$ cat config.mk
export PLATFORM = sky130hd
export DESIGN_NAME = byte_ring_buffer_overwrite
export DESIGN_NICKNAME = d
export VERILOG_FILES = /design/src/rtl/core/brbo_pkg.sv /design/src/rtl/core/brbo_front.sv /design/src/rtl/core/brbo_queue.sv /design/src/rtl/core/brbo_back.sv /design/src/rtl/core/byte_ring_buffer_overwrite.sv
export SDC_FILE = /design/constraint.sdc
export NUM_CORES = 1
export LEC_CHECK = 0
export BUFFER_PORTS_ARGS = -buffer_cell sky130_fd_sc_hd__buf_4
export CAP_MARGIN = 40
export CORE_MARGIN = 3
export CORE_UTILIZATION = 30
export CTS_CLUSTER_SIZE = 25
export DETAILED_ROUTE_END_ITERATION = 7
export PLACE_DENSITY = 0.54
export SYNTH_ARGS = -nofsm -noshare
export SYNTH_HDL_FRONTEND = slang
export SYNTH_SLANG_ARGS = --single-unit
$ cat constraint.sdc
create_clock -name clk -period 10.65 [get_ports clk]
set_input_delay 1.065 -clock clk [delete_from_list [all_inputs] [get_ports clk]]
set_output_delay 1.065 -clock clk [all_outputs]
set_load 0.02 [all_outputs]
$ cat src/rtl/core/brbo_pkg.sv
// ----------------------------------------------------------------------------
// Byte ring buffer package
// Command types and fixed widths shared by the ring buffer modules.
// ----------------------------------------------------------------------------
`timescale 1ns / 1ps

package brbo_pkg;

	// Must be a power of two no larger than 64, so that offsets and lengths fit.
	localparam int DEPTH       = 64;
	localparam int DATA_W      = 8;
	localparam int COUNT_W     = 7;
	localparam int OFF_W       = 6;
	localparam int LEN_W       = 7;
	localparam int READ_LIMIT  = 64;
	// Must be a power of two.
	localparam int QUEUE_DEPTH = 2;

	typedef enum logic [1:0] {
		OP_WRITE  = 2'd0,
		OP_READ   = 2'd1,
		OP_PEEK   = 2'd2,
		OP_COMMIT = 2'd3
	} op_t;

	typedef struct packed {
		op_t                op;
		logic [DATA_W-1:0]  data;
		logic [COUNT_W-1:0] count;
	} cmd_t;

endpackage

$ cat src/rtl/core/brbo_front.sv
// ----------------------------------------------------------------------------
// Ring buffer front end
// Accepts requests, decodes the mode into a command and hands it to the queue.
// ----------------------------------------------------------------------------
`timescale 1ns / 1ps

module brbo_front (
	input  logic                         clk,
	input  logic                         arst_n,
	input  logic                         in_valid,
	output logic                         in_stall,
	input  logic [1:0]                   mode,
	input  logic [brbo_pkg::DATA_W-1:0]  data,
	input  logic [brbo_pkg::COUNT_W-1:0] count,
	output logic                         push,
	output brbo_pkg::cmd_t               cmd,
	input  logic                         q_full
);

	logic           valid_s1;
	brbo_pkg::cmd_t cmd_s1;
	brbo_pkg::op_t  op_dec;
	logic           load;

	always_comb begin
		case (mode)
			2'd0:    op_dec = brbo_pkg::OP_WRITE;
			2'd1:    op_dec = brbo_pkg::OP_READ;
			2'd2:    op_dec = brbo_pkg::OP_PEEK;
			2'd3:    op_dec = brbo_pkg::OP_COMMIT;
			default: op_dec = brbo_pkg::OP_WRITE;
		endcase
	end

	assign in_stall = valid_s1 && q_full;
	assign load     = in_valid && !in_stall;
	assign push     = valid_s1 && !q_full;
	assign cmd      = cmd_s1;

	always_ff @(posedge clk or negedge arst_n) begin
		if (!arst_n) begin
			valid_s1 <= 1'b0;
		end else if (load) begin
			valid_s1 <= 1'b1;
		end else if (push) begin
			valid_s1 <= 1'b0;
		end
	end

	always_ff @(posedge clk) begin
		if (load) begin
			cmd_s1.op    <= op_dec;
			cmd_s1.data  <= data;
			cmd_s1.count <= count;
		end
	end

endmodule

$ cat src/rtl/core/brbo_queue.sv
// ----------------------------------------------------------------------------
// Ring buffer command queue
// Small FIFO of decoded commands between the front end and the back end.
// ----------------------------------------------------------------------------
`timescale 1ns / 1ps

module brbo_queue (
	input  logic           clk,
	input  logic           arst_n,
	input  logic           push,
	input  brbo_pkg::cmd_t push_cmd,
	output logic           full,
	output logic           q_valid,
	output brbo_pkg::cmd_t q_cmd,
	input  logic           pop
);

	localparam int QA = (brbo_pkg::QUEUE_DEPTH > 1) ? $clog2(brbo_pkg::QUEUE_DEPTH) : 1;

	brbo_pkg::cmd_t  entry_q [brbo_pkg::QUEUE_DEPTH];
	logic [QA-1:0]   wr_q;
	logic [QA-1:0]   rd_q;
	logic [QA:0]     cnt_q;
	logic            do_push;
	logic            do_pop;

	assign full    = (cnt_q == (QA+1)'(brbo_pkg::QUEUE_DEPTH));
	assign q_valid = (cnt_q != '0);
	assign q_cmd   = entry_q[rd_q];
	assign do_push = push && !full;
	assign do_pop  = pop && q_valid;

	always_ff @(posedge clk or negedge arst_n) begin
		if (!arst_n) begin
			wr_q  <= '0;
			rd_q  <= '0;
			cnt_q <= '0;
		end else begin
			if (do_push) begin
				wr_q <= wr_q + 1'b1;
			end
			if (do_pop) begin
				rd_q <= rd_q + 1'b1;
			end
			if (do_push && !do_pop) begin
				cnt_q <= cnt_q + 1'b1;
			end else if (do_pop && !do_push) begin
				cnt_q <= cnt_q - 1'b1;
			end
		end
	end

	always_ff @(posedge clk) begin
		if (do_push) begin
			entry_q[wr_q] <= push_cmd;
		end
	end

endmodule

$ cat src/rtl/core/brbo_back.sv
// ----------------------------------------------------------------------------
// Ring buffer back end
// Owns the storage and pointers, executes commands and drives the result register.
// ----------------------------------------------------------------------------
`timescale 1ns / 1ps

module brbo_back (
	input  logic                         clk,
	input  logic                         arst_n,
	input  logic                         q_valid,
	input  brbo_pkg::cmd_t               q_cmd,
	output logic                         q_pop,
	output logic                         out_valid,
	input  logic                         out_stall,
	output logic [brbo_pkg::DATA_W-1:0]  data_out,
	output logic                         byte_valid,
	output logic [brbo_pkg::OFF_W-1:0]   seg_offset,
	output logic [brbo_pkg::LEN_W-1:0]   seg_length,
	output logic [brbo_pkg::COUNT_W-1:0] total_count,
	output logic                         last
);

	localparam int AW = $clog2(brbo_pkg::DEPTH);
	localparam int PW = AW + 1;
	localparam int NW = (PW > brbo_pkg::COUNT_W) ? PW : brbo_pkg::COUNT_W;
	localparam int CW = brbo_pkg::COUNT_W;

	typedef enum logic [2:0] {
		ST_IDLE  = 3'b001,
		ST_READ  = 3'b010,
		ST_PEEK2 = 3'b100
	} state_t;

	state_t                      state_q, state_d;
	logic [brbo_pkg::DATA_W-1:0] mem [brbo_pkg::DEPTH];
	logic [PW-1:0]               wp_q, wp_d, rp_q, rp_d;
	logic [CW-1:0]               n_q, n_d, i_q, i_d, j_q, j_d, len2_q, len2_d;
	logic                        rd_pend_q, rd_pend_d;
	logic [brbo_pkg::DATA_W-1:0] rdata_q;

	logic                        out_valid_q;
	logic [brbo_pkg::DATA_W-1:0] data_out_q;
	logic                        byte_valid_q;
	logic [brbo_pkg::OFF_W-1:0]  seg_offset_q;
	logic [brbo_pkg::LEN_W-1:0]  seg_length_q;
	logic [CW-1:0]               total_count_q;
	logic                        last_q;

	logic [PW-1:0]               fill_raw, fill, first, rd_sum;
	logic [AW-1:0]               start;
	logic [NW-1:0]               fill_n, count_n, min_n;
	logic [CW-1:0]               n_calc;
	logic                        out_free, consume, issue, last_byte, mem_we;

	logic                        out_load;
	logic [brbo_pkg::DATA_W-1:0] res_data;
	logic                        res_bv;
	logic [brbo_pkg::OFF_W-1:0]  res_off;
	logic [brbo_pkg::LEN_W-1:0]  res_len;
	logic [CW-1:0]               res_total;
	logic                        res_last;

	assign fill_raw  = wp_q - rp_q;
	assign fill      = (fill_raw > PW'(brbo_pkg::DEPTH)) ? PW'(brbo_pkg::DEPTH) : fill_raw;
	assign start     = rp_q[AW-1:0];
	assign first     = PW'(brbo_pkg::DEPTH) - {1'b0, start};
	assign fill_n    = NW'(fill);
	assign count_n   = NW'(q_cmd.count);
	assign min_n     = (count_n < fill_n) ? count_n : fill_n;
	assign n_calc    = (min_n > NW'(brbo_pkg::READ_LIMIT)) ?
		CW'(brbo_pkg::READ_LIMIT) : min_n[CW-1:0];
	assign rd_sum    = rp_q + PW'(j_q);
	assign out_free  = !out_valid_q || !out_stall;
	assign last_byte = (i_q + 1'b1 == n_q);

	always_comb begin
		state_d   = state_q;
		wp_d      = wp_q;
		rp_d      = rp_q;
		n_d       = n_q;
		i_d       = i_q;
		j_d       = j_q;
		len2_d    = len2_q;
		rd_pend_d = rd_pend_q;
		q_pop     = 1'b0;
		mem_we    = 1'b0;
		issue     = 1'b0;
		consume   = 1'b0;
		out_load  = 1'b0;
		res_data  = '0;
		res_bv    = 1'b0;
		res_off   = '0;
		res_len   = '0;
		res_total = '0;
		res_last  = 1'b0;
		case (state_q)
			ST_IDLE: begin
				if (q_valid) begin
					case (q_cmd.op)
						brbo_pkg::OP_WRITE: begin
							q_pop  = 1'b1;
							mem_we = 1'b1;
							wp_d   = wp_q + 1'b1;
							if (fill == PW'(brbo_pkg::DEPTH)) begin
								rp_d = rp_q + 1'b1;
							end
						end
						brbo_pkg::OP_COMMIT: begin
							q_pop = 1'b1;
							rp_d  = rp_q + min_n[PW-1:0];
						end
						brbo_pkg::OP_READ: begin
							if (n_calc == '0) begin
								if (out_free) begin
									q_pop    = 1'b1;
									out_load = 1'b1;
									res_last = 1'b1;
								end
							end else begin
								q_pop     = 1'b1;
								n_d       = n_calc;
								i_d       = '0;
								j_d       = '0;
								rd_pend_d = 1'b0;
								state_d   = ST_READ;
							end
						end
						brbo_pkg::OP_PEEK: begin
							if (out_free) begin
								q_pop    = 1'b1;
								out_load = 1'b1;
								if (fill == '0) begin
									res_last = 1'b1;
								end else if (fill <= first) begin
									res_off   = brbo_pkg::OFF_W'(start);
									res_len   = brbo_pkg::LEN_W'(fill);
									res_total = CW'(1);
									res_last  = 1'b1;
								end else begin
									res_off   = brbo_pkg::OFF_W'(start);
									res_len   = brbo_pkg::LEN_W'(first);
									res_total = CW'(2);
									len2_d    = CW'(fill - first);
									state_d   = ST_PEEK2;
								end
							end
						end
						default: begin
						end
					endcase
				end
			end
			ST_READ: begin
				consume   = rd_pend_q && out_free;
				issue     = (j_q < n_q) && (!rd_pend_q || consume);
				rd_pend_d = issue || (rd_pend_q && !consume);
				if (issue) begin
					j_d = j_q + 1'b1;
				end
				if (consume) begin
					out_load  = 1'b1;
					res_data  = rdata_q;
					res_bv    = 1'b1;
					res_total = n_q;
					res_last  = last_byte;
					i_d       = i_q + 1'b1;
					if (last_byte) begin
						rp_d    = rp_q + PW'(n_q);
						state_d = ST_IDLE;
					end
				end
			end
			ST_PEEK2: begin
				if (out_free) begin
					out_load  = 1'b1;
					res_len   = len2_q;
					res_total = CW'(2);
					res_last  = 1'b1;
					state_d   = ST_IDLE;
				end
			end
			default: begin
				state_d = ST_IDLE;
			end
		endcase
	end

	always_ff @(posedge clk or negedge arst_n) begin
		if (!arst_n) begin
			state_q     <= ST_IDLE;
			wp_q        <= '0;
			rp_q        <= '0;
			n_q         <= '0;
			i_q         <= '0;
			j_q         <= '0;
			len2_q      <= '0;
			rd_pend_q   <= 1'b0;
			out_valid_q <= 1'b0;
		end else begin
			state_q   <= state_d;
			wp_q      <= wp_d;
			rp_q      <= rp_d;
			n_q       <= n_d;
			i_q       <= i_d;
			j_q       <= j_d;
			len2_q    <= len2_d;
			rd_pend_q <= rd_pend_d;
			if (out_load) begin
				out_valid_q <= 1'b1;
			end else if (!out_stall) begin
				out_valid_q <= 1'b0;
			end
		end
	end

	always_ff @(posedge clk) begin
		if (mem_we) begin
			mem[wp_q[AW-1:0]] <= q_cmd.data;
		end
		if (issue) begin
			rdata_q <= mem[rd_sum[AW-1:0]];
		end
	end

	always_ff @(posedge clk) begin
		if (out_load) begin
			data_out_q    <= res_data;
			byte_valid_q  <= res_bv;
			seg_offset_q  <= res_off;
			seg_length_q  <= res_len;
			total_count_q <= res_total;
			last_q        <= res_last;
		end
	end

	assign out_valid   = out_valid_q;
	assign data_out    = data_out_q;
	assign byte_valid  = byte_valid_q;
	assign seg_offset  = seg_offset_q;
	assign seg_length  = seg_length_q;
	assign total_count = total_count_q;
	assign last        = last_q;

endmodule

$ cat src/rtl/core/byte_ring_buffer_overwrite.sv
// Path: a peek or empty read passes the front-end register, the queue and the result
// register; a read also passes the registered storage read before its first byte shows.
// Throughput: writes and commits retire one per cycle while the back end is idle; a read
// streams one byte per cycle while out_stall is low; a peek sends one result per segment.
// Reset: arst_n clears both pointers, the queue and all valid flags at once; the storage
// is not cleared and needs no clearing pass.
// ----------------------------------------------------------------------------
// Byte ring buffer with overwrite
// Power-of-two ring buffer of bytes that drops the oldest byte when full and
// supports read, peek and commit requests.
// ----------------------------------------------------------------------------
`timescale 1ns / 1ps

module byte_ring_buffer_overwrite (
	input  logic                         clk,
	input  logic                         arst_n,
	input  logic                         in_valid,
	output logic                         in_stall,
	input  logic [1:0]                   mode,
	input  logic [brbo_pkg::DATA_W-1:0]  data,
	input  logic [brbo_pkg::COUNT_W-1:0] count,
	output logic                         out_valid,
	input  logic                         out_stall,
	output logic [brbo_pkg::DATA_W-1:0]  data_out,
	output logic                         byte_valid,
	output logic [brbo_pkg::OFF_W-1:0]   seg_offset,
	output logic [brbo_pkg::LEN_W-1:0]   seg_length,
	output logic [brbo_pkg::COUNT_W-1:0] total_count,
	output logic                         last
);

	logic           push;
	logic           q_full;
	logic           q_valid;
	logic           q_pop;
	brbo_pkg::cmd_t front_cmd;
	brbo_pkg::cmd_t q_cmd;

	brbo_front u_front (
		.clk      (clk),
		.arst_n   (arst_n),
		.in_valid (in_valid),
		.in_stall (in_stall),
		.mode     (mode),
		.data     (data),
		.count    (count),
		.push     (push),
		.cmd      (front_cmd),
		.q_full   (q_full)
	);

	brbo_queue u_queue (
		.clk      (clk),
		.arst_n   (arst_n),
		.push     (push),
		.push_cmd (front_cmd),
		.full     (q_full),
		.q_valid  (q_valid),
		.q_cmd    (q_cmd),
		.pop      (q_pop)
	);

	brbo_back u_back (
		.clk         (clk),
		.arst_n      (arst_n),
		.q_valid     (q_valid),
		.q_cmd       (q_cmd),
		.q_pop       (q_pop),
		.out_valid   (out_valid),
		.out_stall   (out_stall),
		.data_out    (data_out),
		.byte_valid  (byte_valid),
		.seg_offset  (seg_offset),
		.seg_length  (seg_length),
		.total_count (total_count),
		.last        (last)
	);

endmodule

# After elaboration in Yosys (flattened, before gate mapping)
# Memories as Yosys holds them, arrays and structs flattened. A register that Yosys moved wholly into a read port is not among the register bits.
# Index checks and enable logic that the tools add are counted.
[op_classes]
n_addsub = 14
multipliers = 0
n_div = 0
order_cmp = 5
eq_ne = 27
shift = 0
mux = 77
n_bitwise = 7
n_reduce_logical = 40
[op_table]
columns = ["cell", "count"]
rows = [
  ["$mux 7", 23],
  ["$pmux 7 s2", 5],
  ["$add 7x1->7 const B", 4],
  ["$mux 1", 27],
  ["$mux 3", 8],
  ["$pmux 7 s3", 1],
  ["$ne 3x3->1 const B", 5],
  ["$add 7x7->7", 2],
  ["$gt 7x7->1 const B", 2],
  ["$logic_not 7->1", 2],
  ["$lt 7x7->1", 2],
  ["$sub 7x7->7", 2],
  ["$reduce_and 6->1", 2],
  ["$eq 2x2->1 const B", 5],
  ["$logic_and 1x1->1", 10],
  ["$ne 2x1->1 const B", 5],
  ["$reduce_and 5->1", 2],
  ["$pmux 1 s3", 3],
  ["$pmux 3 s3", 1],
  ["$reduce_and 9->1", 1],
  ["$logic_not 1->1", 8],
  ["$mux 2", 4],
  ["$pmux 2 s4", 1],
  ["$reduce_and 4->1", 2],
  ["other kinds (24)", 43],
]
[totals]
register_bits = 99
latchBits = 0
ram_bits = 546
rom_bits = 0
inputBits = 21
output_inout_bits = 32
elab_cells = 194
memories = 2
[mem_list]
columns = ["name", "words", "width", "read_ports", "rd_ports_with_merged_regs", "wr", "line_no", "text"]
rows = [
  ["u_back.mem", 64, 8, 1, 1, 1, "brbo_back.sv:35", "logic [brbo_pkg::DATA_W-1:0] mem [brbo_pkg::DEPTH];"],
  ["u_queue.entry_q", 2, 17, 1, 0, 1, "brbo_queue.sv:20", "brbo_pkg::cmd_t entry_q [brbo_pkg::QUEUE_DEPTH];"],
]

# Logic depth before layout (Yosys ltp)
[logic_depth]
word_depth = 16
depth_mapped = 30
depth_no_buf = 28

# By module
# From an unflattened synthesis, not the netlist that was laid out.
[hier_totals]
hier_cells = 1490
hier_area_um2 = 27448.8
[by_module_without_submodules]
columns = ["mod", "n_inst", "cells_per_inst", "area_each_um2"]
rows = [
  ["brbo_back", 1, 1394, 25395.6],
  ["brbo_queue", 1, 72, 1477.7],
  ["brbo_front", 1, 24, 575.6],
]

# Worst setup path after synthesis
# Ideal clock, no wire load.
[synth_timing]
path_kind = "register -> register"
from = "register u_back.wp_q[0]"
to = "register u_back.byte_valid_q (netlist: u_back.byte_valid), enable pin"
setup_ns = 0.463
arrival_ns = 6.643
required_time_ns = 10.187
path_slack_ns = 3.544
stages_incl_launch_ff = 21
path_buffers = 1
synth_period_minus_slack_ns = 7.106
path_cell_list = "dfrtp_1 > inv_1 > ha_1 > inv_1 > fa_1 > a21o_1 > and4_1 > nor3_1 > nor2_1 > buf_2 > nor2_1 > inv_1 > ha_1 > a21oi_1 > a21boi_0 > or2_2 > or4_1 > o32a_2 > nor3b_4 > nor2_1 > o31ai_1"
[synth_via]
elab_chain_len = 12
[synth_rtl]
columns = ["element", "line_no", "text"]
rows = [
  ["start: declaration", "brbo_back.sv:36", "logic [PW-1:0] wp_q, wp_d, rp_q, rp_d;"],
  ["start signal: assignment", "brbo_back.sv:201", "wp_q <= wp_d;"],
  ["$sub 7x7->7 (*)", "brbo_back.sv:63", "assign fill_raw = wp_q - rp_q;"],
  ["$gt 7x7->1", "brbo_back.sv:64", "assign fill = (fill_raw > PW'(brbo_pkg::DEPTH)) ? PW'(brbo_pkg::DEPTH) : fill_raw;"],
  ["$mux 7 (*)", "brbo_back.sv:64", ""],
  ["$lt 7x7->1", "brbo_back.sv:69", "assign min_n = (count_n < fill_n) ? count_n : fill_n;"],
  ["$mux 7 (*)", "brbo_back.sv:69", ""],
  ["$gt 7x7->1", "brbo_back.sv:70", "assign n_calc = (min_n > NW'(brbo_pkg::READ_LIMIT)) ?"],
  ["$mux 7 (*)", "brbo_back.sv:70", ""],
  ["$logic_not 7->1 (*)", "brbo_back.sv:113", "if (n_calc == '0) begin"],
  ["$mux 1 (*)", "brbo_back.sv:113", ""],
  ["$pmux 1 s2 (*)", "brbo_back.sv:99", "case (q_cmd.op)"],
  ["$mux 1 (*)", "brbo_back.sv:98", "if (q_valid) begin"],
  ["$pmux 1 s3 (*)", "brbo_back.sv:96", "case (state_q)"],
  ["net u_back.out_load", "brbo_back.sv:55", "logic out_load;"],
  ["end signal: assignment", "brbo_back.sv:228", "byte_valid_q <= res_bv;"],
  ["end: declaration", "brbo_back.sv:43", "logic byte_valid_q;"],
]
# The timed path passes the listed nets; every way through them passes the cells marked *.
# A chain may end at the register's enable or synchronous reset.

# Worst setup path in the final report
[layout_timing]
from = "register u_back.rp_q[0]"
to = "register u_back.rp_q[6]"
[layout_via]
elab_chain_len = 9
elab_cells_between_ends = 17
classes_between = "4 x add/sub; 2 x order compare; 2 x eq/ne; 8 x mux; 1 x reduce/logical"
[layout_rtl]
columns = ["element", "line_no", "text"]
rows = [
  ["start: declaration", "brbo_back.sv:36", ""],
  ["start signal: assignment", "brbo_back.sv:202", "rp_q <= rp_d;"],
  ["$sub 7x7->7", "brbo_back.sv:63", ""],
  ["$gt 7x7->1", "brbo_back.sv:64", ""],
  ["$mux 7", "brbo_back.sv:64", ""],
  ["$lt 7x7->1", "brbo_back.sv:69", ""],
  ["$mux 7", "brbo_back.sv:69", ""],
  ["$add 7x7->7", "brbo_back.sv:110", "rp_d = rp_q + min_n[PW-1:0];"],
  ["$pmux 7 s2", "brbo_back.sv:99", ""],
  ["$mux 7", "brbo_back.sv:98", ""],
  ["$pmux 7 s2", "brbo_back.sv:96", ""],
]
# Parallel ways exist; a longest one is shown, timed or not. The select of a mux whose other input is x is not followed.

==> results_dict.tcl <==
set metrics [dict create \
    clk_pin_slew_ns 0.06 \
    utilization 0.352 \
    cts_setup_buffers 0 \
    leakage_nw 10.4 \
    cts.path.max_buffers 3 \
    critPathLaunchType "register" \
    synthCells 1485 \
    final_nets 1649 \
    fin_tns_setup_ns 0 \
    postSynthAreaPerCell_sq_um 18.4 \
    yosysWarnings 0 \
    period_share 0.610 \
    path_max_fanout 11 \
    ios 53 \
    slowest_delay_ns 0.57 \
    cts.sinks 653 \
    outcome "complete, no violations" \
    worstMarginPinSlew_ns 0.886 \
    required_ns 11.13 \
    drive_gt1_frac 0.234 \
    yosysSeqAreaShare 0.709 \
    root_buffer "clkbuf_16" \
    finalSetupViolations 0 \
    ant_nets 0 \
    post-route-drc-count 0 \
    cp_common_cell "a21oi_1" \
    firstDrtPassIters 5 \
    vias 13900 \
    die_width_um 308 \
    slew_headroom 0.407 \
    grt.overflow.total 0 \
    clock_latency_ns 0.62 \
    fillCellCount 8307 \
    antenna_found_initial 0 \
    regArea_sq_um 19300 \
    dieArea_sq_um 94600 \
    synth_flop_cell "edfxtp_1" \
    first_global_vias 14300 \
    synth_area_sq_um 27300 \
    io_buffers 52 \
    rsz0062_at_grt "false" \
    final_common_cell "edfxtp_1" \
    fp.coreArea_sq_um 89300 \
    fin_crit_ns 6.50 \
    top_usage_layer "met2" \
    grt_usage 0.132 \
    ir_drop_mv 0.245 \
    multi_input_area_sq_um 7600 \
    mostFrequentLayoutCells "edfxtp_1, mux4_2, nor2_1" \
    finalHoldViolations 0 \
    place_congestion 0.863 \
    die_y_um 308 \
    synth-edff-count 601 \
    met3_usage 0.0257 \
    slew_violations 0 \
    drtIter0Drc 1132 \
    cts_hold_buf 0 \
    hold_path_class "reg -> reg" \
    crit_buf_inv 5 \
    row_count 109 \
    syn_nets 1554 \
    dp_hpwl_um 39100 \
    critical_path_arrival_ns 6.98 \
    diodes 0 \
    timing_worst_setup_path_type "reg -> reg" \
    post_synth_num_cell_types 74 \
    ys_ff_latch 653 \
    use_met1 0.180 \
    p_per_area_nw_per_um2 342 \
    critical-path-top-delay-family "compound AO/OA/AOI/OAI gates" \
    gr-usage-met2 0.214 \
    grt_max_degree 89 \
    endpoint_kind "register" \
    cts_buffers 70 \
    fmax_mhz 154 \
    slowest_stage "dfrtp_1" \
    power_w 0.0108 \
    wl_per_cell_um 22.2 \
    wl_um 62100 \
    cts_resized 0 \
    routed_via_density 4.95 \
    start_util 0.305 \
    finalClockSkew_ns 0.0192 \
    cts_tree "yes" \
    cap_violations 0 \
    grt_pass1_wl_um 94000 \
    cts.htree.levels 3 \
    synthArstFlopShare 0.0796 \
    syn2layout_area_growth_pct 15.3 \
]
## state kept, by name, summed over array words and instances (netlist names)
register / flops
u_back.seg_length: 7
u_back.len2_q: 7
u_back.wp_q: 7
u_back.rp_q: 7
u_back.last: 1
u_back.out_valid: 1
u_back.mem: 512
u_back.j_q: 7
u_queue.entry_q: 34
u_back.byte_valid: 1
u_back.rd_pend_q: 1
u_back.state_q: 3
u_queue.cnt_q: 2
u_back.data_out: 8
u_back.seg_offset: 6
u_queue.wr_q: 1
u_back.i_q: 7
u_queue.rd_q: 1
u_back.rdata_q: 8
u_front.valid_s1: 1
u_back.n_q: 7
u_back.total_count: 7
u_front.cmd: 17
## cells by family after synthesis
group	count (synthesis)	synth area share
compound gates	148	0.0370
xor+xnor	56	0.0190
fa+ha+maj	48	0.0231
buf+inv	99	0.0148
flops	653	0.709
mux	201	0.148
simple gates	280	0.0488
## cell usage after synthesis, types with 7 or more instances
master	number	share of area
nor2_1	122	0.017
mux4_2	160	0.13
and3_1	7	0.0016
o21ai_0	31	0.0057
a211oi_1	11	0.0030
buf_1	9	0.0012
and2_1	12	0.0028
edfxtp_1	601	0.66
mux2i_1	18	0.0066
nor2b_1	15	0.0034
buf_2	11	0.0020
or3_1	8	0.0018
inv_1	36	0.0050
a21o_1	11	0.0030
dfrtp_1	51	0.047
nor3_1	10	0.0018
nand2_1	45	0.0062
ha_1	44	0.020
a21oi_1	39	0.0072
nand4_1	10	0.0023
clkbuf_1	39	0.0054
nand3_1	26	0.0048
mux2_2	20	0.0083
xor2_1	21	0.0067
nand2b_1	7	0.0016
xnor2_1	33	0.011
## where the power goes
part	internal, W	switching [W]	total, W
sequential	0.00334	0.000130	0.00347
combinational	0.00207	0.00283	0.00490
clock	0.00140	0.00100	0.00240
total	0.00681	0.00396	0.0108
## through the flow
| step | setup slack [ns] | cell area, sq um | std cells | hold WS [ns] |
|---|---|---|---|---|
| 4_1_cts | 3.92 | 31400 | 2796 | 0.448 |
| 6_report | 4.15 | 31500 | 2799 | 0.448 |
| 5_1_grt | 3.74 | 31500 | 2799 | 0.452 |
| 3_5_place_dp | 3.98 | 29200 | 2670 | 0.434 |
| 2_1_floorplan | 3.54 | 27300 | 1485 | 0.421 |
| 3_3_place_gp | 4.10 | 29100 | 2659 | 0.425 |
## cell type report
cell class	instances	share of cell area
Sequential cell	653	0.615
Clock buffer	94	0.0595
Inverter	36	0.00429
Multi-Input combinational cell	733	0.241
Timing Repair Buffer	86	0.0219
Tap cell	1165	0.0463
Clock inverter	32	0.0118
## metal layers
metal | vias to the layer above | part of all wire
met2 | 338 | 0.48
met4 | 0 | 0.022
met3 | 78 | 0.051
li1 | 6141 | -
met5 | - | 0
met1 | 7307 | 0.45
## path summary, 6_finish.rpt
path / startpoint / end / slack [ns] / depth (start not counted)
max in group asynchronous: arst_n / u_back.i_q[6]$_DFFE_PN0P_ / 9.64 / 1
max reg2reg: u_back.rp_q[0]$_DFFE_PN0P_ / u_back.rp_q[6]$_DFFE_PN0P_ / 4.15 / 29
min reg2reg: u_front.cmd[11]$_DFFE_PP_ / u_queue.entry_q[0][11]$_DFFE_PP_ / 0.45 / 0
max: u_back.rp_q[0]$_DFFE_PN0P_ / u_back.rp_q[6]$_DFFE_PN0P_ / 4.15 / 29
min in group asynchronous: arst_n / u_back.state_q[1]$_DFFE_PN0P_ / 0.50 / 1
min: u_front.cmd[11]$_DFFE_PP_ / u_queue.entry_q[0][11]$_DFFE_PP_ / 0.45 / 0
Power figures use the tool's default switching activity.
